--- src/rtl/mfde_pkg.sv ---
`timescale 1ns / 1ps
// ----------------------------------------------------------------------------
// mfde_pkg
// Shared constants, types and tables of the monochrome frame-store engine.
// ----------------------------------------------------------------------------
package mfde_pkg;

  localparam int SCREEN_COLUMNS   = 250;
  localparam int SCREEN_ROWS      = 128;
  localparam int BYTES_PER_COLUMN = (SCREEN_ROWS + 7) / 8;
  localparam int STORE_BYTES      = SCREEN_COLUMNS * BYTES_PER_COLUMN;
  localparam int ADDR_W           = $clog2(STORE_BYTES);
  localparam int COORD_W          = 10;
  localparam int AMOUNT_W         = 8;
  localparam int LEVEL_W          = 5;
  localparam int DIV_CNT_W        = 4;

  localparam logic [7:0]         ALL_WHITE  = 8'hFF;
  localparam logic [LEVEL_W-1:0] DITHER_MAX = LEVEL_W'(16);

  localparam logic [2:0] OP_SET    = 3'd0;
  localparam logic [2:0] OP_FILL   = 3'd1;
  localparam logic [2:0] OP_CHECK  = 3'd2;
  localparam logic [2:0] OP_VLINES = 3'd3;
  localparam logic [2:0] OP_HLINES = 3'd4;
  localparam logic [2:0] OP_DITHER = 3'd5;
  localparam logic [2:0] OP_READ   = 3'd6;

  // Commands from the controller to the datapath.
  typedef struct packed {
    logic clr_wr;     // write white at the clearing address and advance
    logic load;       // take the accepted command
    logic div_step;   // one step of the start-cell division
    logic col_start;  // set up the first column
    logic next_col;   // move to the next column
    logic rd;         // read the byte under the cursor
    logic load_buf;   // take the read data into the byte buffer
    logic capture;    // take the read data as the result byte
    logic pix;        // update one pixel and advance the row
    logic wr;         // write the byte buffer back
    logic respond;    // present the result
  } mfde_cmd_t;

  // Status from the datapath to the controller.
  typedef struct packed {
    logic clr_last;
    logic div_done;
    logic skip;
    logic is_read;
    logic byte_end;
    logic col_end;
    logic last_col;
    logic out_busy;
  } mfde_sts_t;

  function automatic logic [3:0] bayer4(input logic [3:0] idx);
    logic [3:0] t;
    case (idx)
      4'd0:    t = 4'd0;
      4'd1:    t = 4'd8;
      4'd2:    t = 4'd2;
      4'd3:    t = 4'd10;
      4'd4:    t = 4'd12;
      4'd5:    t = 4'd4;
      4'd6:    t = 4'd14;
      4'd7:    t = 4'd6;
      4'd8:    t = 4'd3;
      4'd9:    t = 4'd11;
      4'd10:   t = 4'd1;
      4'd11:   t = 4'd9;
      4'd12:   t = 4'd15;
      4'd13:   t = 4'd7;
      4'd14:   t = 4'd13;
      default: t = 4'd5;
    endcase
    return t;
  endfunction

endpackage

--- src/rtl/mfde_ctrl.sv ---
`timescale 1ns / 1ps
// ----------------------------------------------------------------------------
// mfde_ctrl
// Sequencer of the drawing engine: clearing pass, setup and byte walk.
// ----------------------------------------------------------------------------
module mfde_ctrl import mfde_pkg::*; (
  input  logic      clk,
  input  logic      rst_n,
  input  logic      in_fire,
  input  mfde_sts_t sts,
  output logic      idle,
  output mfde_cmd_t cmd
);

  typedef enum logic [8:0] {
    S_CLEAR  = 9'b000000001,
    S_IDLE   = 9'b000000010,
    S_DIV    = 9'b000000100,
    S_DECIDE = 9'b000001000,
    S_RD     = 9'b000010000,
    S_RDW    = 9'b000100000,
    S_PIX    = 9'b001000000,
    S_WR     = 9'b010000000,
    S_DONE   = 9'b100000000
  } state_t;

  state_t state_r, state_nxt;

  always_ff @(posedge clk) begin
    if (!rst_n) state_r <= S_CLEAR;
    else        state_r <= state_nxt;
  end

  assign idle = (state_r == S_IDLE) && !sts.out_busy;

  always_comb begin
    state_nxt = state_r;
    cmd       = '0;
    case (state_r)
      S_CLEAR: begin
        cmd.clr_wr = 1'b1;
        if (sts.clr_last) state_nxt = S_IDLE;
      end
      S_IDLE: begin
        if (in_fire) begin
          cmd.load  = 1'b1;
          state_nxt = S_DIV;
        end
      end
      S_DIV: begin
        cmd.div_step = 1'b1;
        if (sts.div_done) state_nxt = S_DECIDE;
      end
      S_DECIDE: begin
        if (sts.skip) begin
          state_nxt = S_DONE;
        end else begin
          cmd.col_start = 1'b1;
          state_nxt     = S_RD;
        end
      end
      S_RD: begin
        cmd.rd    = 1'b1;
        state_nxt = S_RDW;
      end
      S_RDW: begin
        if (sts.is_read) begin
          cmd.capture = 1'b1;
          state_nxt   = S_DONE;
        end else begin
          cmd.load_buf = 1'b1;
          state_nxt    = S_PIX;
        end
      end
      S_PIX: begin
        cmd.pix = 1'b1;
        if (sts.byte_end) state_nxt = S_WR;
      end
      S_WR: begin
        cmd.wr = 1'b1;
        if (sts.col_end && sts.last_col) begin
          state_nxt = S_DONE;
        end else begin
          cmd.next_col = sts.col_end;
          state_nxt    = S_RD;
        end
      end
      S_DONE: begin
        cmd.respond = 1'b1;
        state_nxt   = S_IDLE;
      end
      default: state_nxt = S_IDLE;
    endcase
  end

endmodule

--- config.mk ---
export PLATFORM = sky130hd
export DESIGN_NAME = mfde_ctrl
export DESIGN_NICKNAME = d
export VERILOG_FILES = /design/src/rtl/mfde_pkg.sv /design/src/rtl/mfde_ctrl.sv
export SDC_FILE = /design/constraint.sdc
export NUM_CORES = 1
export LEC_CHECK = 0
export ABC_AREA = 1
export BUFFER_PORTS_ARGS = -buffer_cell sky130_fd_sc_hd__buf_2
export CAP_MARGIN = 10
export CELL_PAD_IN_SITES_DETAIL_PLACEMENT = 1
export CELL_PAD_IN_SITES_GLOBAL_PLACEMENT = 2
export CORE_ASPECT_RATIO = 0.5
export CORE_MARGIN = 2
export CORE_UTILIZATION = 23
export CTS_CLUSTER_DIAMETER = 200
export CTS_CLUSTER_SIZE = 40
export DETAILED_ROUTE_END_ITERATION = 12
export GPL_TIMING_DRIVEN = 0
export HOLD_SLACK_MARGIN = 0.15
export PLACE_DENSITY_LB_ADDON = 0.1
export SLEW_MARGIN = 20
export SYNTH_ARGS = -nofsm -noshare
export SYNTH_HDL_FRONTEND = slang
export SYNTH_SLANG_ARGS = --single-unit
--- constraint.sdc ---
create_clock -name clk -period 2.75 [get_ports clk]
set_input_delay 0.1375 -clock clk [delete_from_list [all_inputs] [get_ports clk]]
set_output_delay 0.1375 -clock clk [all_outputs]
set_load 0.01 [all_outputs]
==> impl_metrics.py <==
metrics = {
    "global_routing": {
        "grt_first_pass_wirelength_um": 2856,
        "use_met2_pct": 22.99,
        "number_of_global_route_vias_before_repair": 627,
        "antenna_found_initial": 0,
        "grt.met3_usage_pct": 4.730,
        "grt_max_degree": 8,
        "groute.usage.overall_pct": 12.87,
        "global_route.usage.met1_pct": 16.03,
        "gr-max-usage-layer": "met2",
        "gr-total-overflow": 0,
    },
    "power": {
        "finalPower_uw": 386.5,
        "power.leakage_nw": 0.5043,
        "power.ir.vdd_worst_v": 0.0001108,
        "cellPowerDensity_nw_per_um2": 485.0,
    },
    "clocking": {
        "clk_pin_slew_ns": 0.05,
        "tritoncts.num_buffers": 3,
        "cts.hold.buffers_added": 0,
        "tritoncts_num_sinks": 9,
        "cts-root-to-sink-buffers": 2,
        "clock_insertion_delay_at_the_later_pin_of_the_skew_report_ns": 0.23,
        "postcts_setup_bufs": 0,
        "root_buffer_master": "clkbuf_8",
        "cts-htree-levels": 1,
        "tritoncts": "built",
        "cts_resized": 0,
    },
    "timing": {
        "tns_ns": 0,
        "clock_skew_ns": 0.0005051,
        "setup_repair_after_global_routing_missed_its_margin": "no",
        "max_slew_margin_pct": 75.33,
        "fin_crit_ns": 1.680,
        "hold_violations": 0,
        "hold_slack_ns": 0.1597,
        "period_share_pct": 61.10,
        "finalSetupViolations": 0,
        "fin_ws_ns": 1.070,
        "worstMarginPinSlew_ns": 0.3672,
        "fmax_mhz": 595.1,
        "maxSlewViolCount": 0,
    },
    "floorplan": {
        "die_w_um": 76.12,
        "start_util_pct": 25.53,
        "floorplan.die_area_um2": 3049,
        "chipHeight_um": 40.06,
        "i_o_pin_cnt": 23,
        "std_cell_rows": 12,
        "core_area_um2": 2342,
    },
    "detailed_routing": {
        "detail_route.first_pass.iterations": 4,
        "avgRoutedWirePerCell_um": 10.31,
        "drt_first_iter_violations": 15,
        "routed_via_density": 4.053,
        "drt_drc_violations_left": 0,
        "num_vias": 685,
        "finalWirelength_um": 1742,
        "antenna_violating_nets_post_route": 0,
    },
    "critical_path": {
        "crit_path_max_incr_delay_ns": 0.33,
        "cp_slowest_cell": "dfxtp_1",
        "timing.critical_path.from_type": "flop",
        "timing.rr.end": "state_r[1]$_SDFFE_PN0P_",
        "critical_path_peak_fanout": 4,
        "reg2reg_slack_ns": 1.36,
        "path_class": "reg -> out",
        "crit_end": "cmd[9]",
        "critPathMostFrequentCell": "nor2_1",
        "r2r_cells": 10,
        "r2r-start": "state_r[4]$_SDFFE_PN0P_",
        "worst_ep_arrival_time_ns": 1.54,
        "crit_chain": "nor2_1 -> nand2_2 -> nor2_2 -> inv_1 -> nor2_1 -> inv_1 -> nor2_1 -> buf_2",
        "critical_path_required_ns": 2.61,
        "worst_setup_path_end_kind": "primary output",
        "critPathLaunch": "state_r[4]$_SDFFE_PN0P_",
    },
    "final_layout": {
        "antenna_fix_cells": 0,
        "biggestRegsByFlops": "state_r: 9 flops",
        "nNetsFinal": 146,
        "signed_area_change_from_the_synthesized_netlist_to_the_final_layout_pct": 33.26,
        "number_of_flip_flops_in_the_largest_register": 9,
        "fin_area_um2": 797.0,
        "drive_gt1_share_pct": 24.63,
        "largest-register": "state_r",
    },
    "place": {
        "place.port_buffers": 22,
        "pre_cts_slack_ns": 1.270,
        "hpwlAfterDp_um": 1510,
        "place.gp.congestion": 0.7467,
        "cell_area_after_placement_um2": 752.0,
    },
    "synthesis": {
        "avgSynthCellArea_um2": 5.538,
        "yosysWarnings": 0,
        "synth_seq_area_share_pct": 30.13,
        "synth_seq_cells": 9,
        "synthesis.instances": 108,
        "post_synth_instance_area_um2": 598.1,
        "yosysUniqueCellTypes": 13,
        "synth_nets": 119,
    },
    "job": {
        "maximum_capacitance_violations": 0,
    },
    "worst_hold_path": {
        "worstHoldStart": "rst_n",
        "worstHoldPathType": "in -> reg",
    },
    "status": {
        "run_status": "finished, final reports clean",
    },
}
## logic make-up (layout without fill, tap and decap cells)
logic type | after synthesis | count (layout) | share of synthesized area, %
flip-flops | 9 | 9 | 30.13
AO/OA/AOI/OAI | 6 | 6 | 5.021
buffers and inverters | 29 | 55 | 18.20
AND/OR/NAND/NOR | 64 | 64 | 46.65
## cells in the final DEF (no fill, tap or decap), drive strengths merged
| cell | instances |
|---|---|
| buf | 22 |
| nor3 | 4 |
| inv | 29 |
| nor2 | 28 |
| nand3b | 1 |
| o21ai | 4 |
| nand3 | 9 |
| a21oi | 2 |
| nor3b | 1 |
| dfxtp | 9 |
| clkbuf | 4 |
| nand2 | 21 |
## power by group
group	switching, mW	internal (mW)
combinational	0.0547	0.0310
clock	0.0552	0.101
sequential	0.00616	0.138
## metrics by stage
step	std cells	utilization, %
after floorplan	108	-
after global placement	165	32.10
after detailed placement	165	32.10
after CTS	169	34.03
after global routing	169	34.03
final	169	34.03
## Yosys cell counts
cell | instances | share of area, %
inv_1 | 27 | 17
nor2_1 | 24 | 15
nand2_1 | 19 | 12
dfxtp_1 | 9 | 30
nand3_1 | 9 | 7.5
nor2_2 | 4 | 4.2
nor3_1 | 4 | 3.3
o21ai_0 | 4 | 3.3
a21oi_1 | 2 | 1.7
inv_2 | 2 | 1.3
nand2_2 | 2 | 2.1
nand3b_1 | 1 | 1.3
nor3b_1 | 1 | 1.3
## how the worst min path moves through the flow
stage / slack [ns] / endpoint / depth (start not counted)
after floorplan: 0.21 / state_r[0]$_SDFFE_PN1P_ / 1
after CTS: 0.16 / state_r[0]$_SDFFE_PN1P_ / 2
after global placement: 0.40 / state_r[0]$_SDFFE_PN1P_ / 2
final: 0.16 / state_r[0]$_SDFFE_PN1P_ / 2
after global routing: 0.17 / state_r[0]$_SDFFE_PN1P_ / 2
after detailed placement: 0.40 / state_r[0]$_SDFFE_PN1P_ / 2
## worst max-delay path, delay by kind of cell (launching register included)
kind | cells | cell delay, ns
and+or+nand+nor | 5 | 0.70
buffers and inverters | 3 | 0.28
DFF | 1 | 0.33
## layer usage
metal | wire length [um] | part of all wire [%]
met5 | 0 | 0
met3 | 89 | 5.1
met1 | 944 | 54
met4 | 0 | 0
met2 | 708 | 41
## final cells by class
cell class	count	area, um2
Clock buffer	4	45.04
Fill cell	323	1545
Tap cell	35	43.79
Timing Repair Buffer	22	110.1
Multi-Input combinational cell	70	309.0
Inverter	29	108.9
Sequential cell	9	180.2
(Power assumes the default switching activity.)
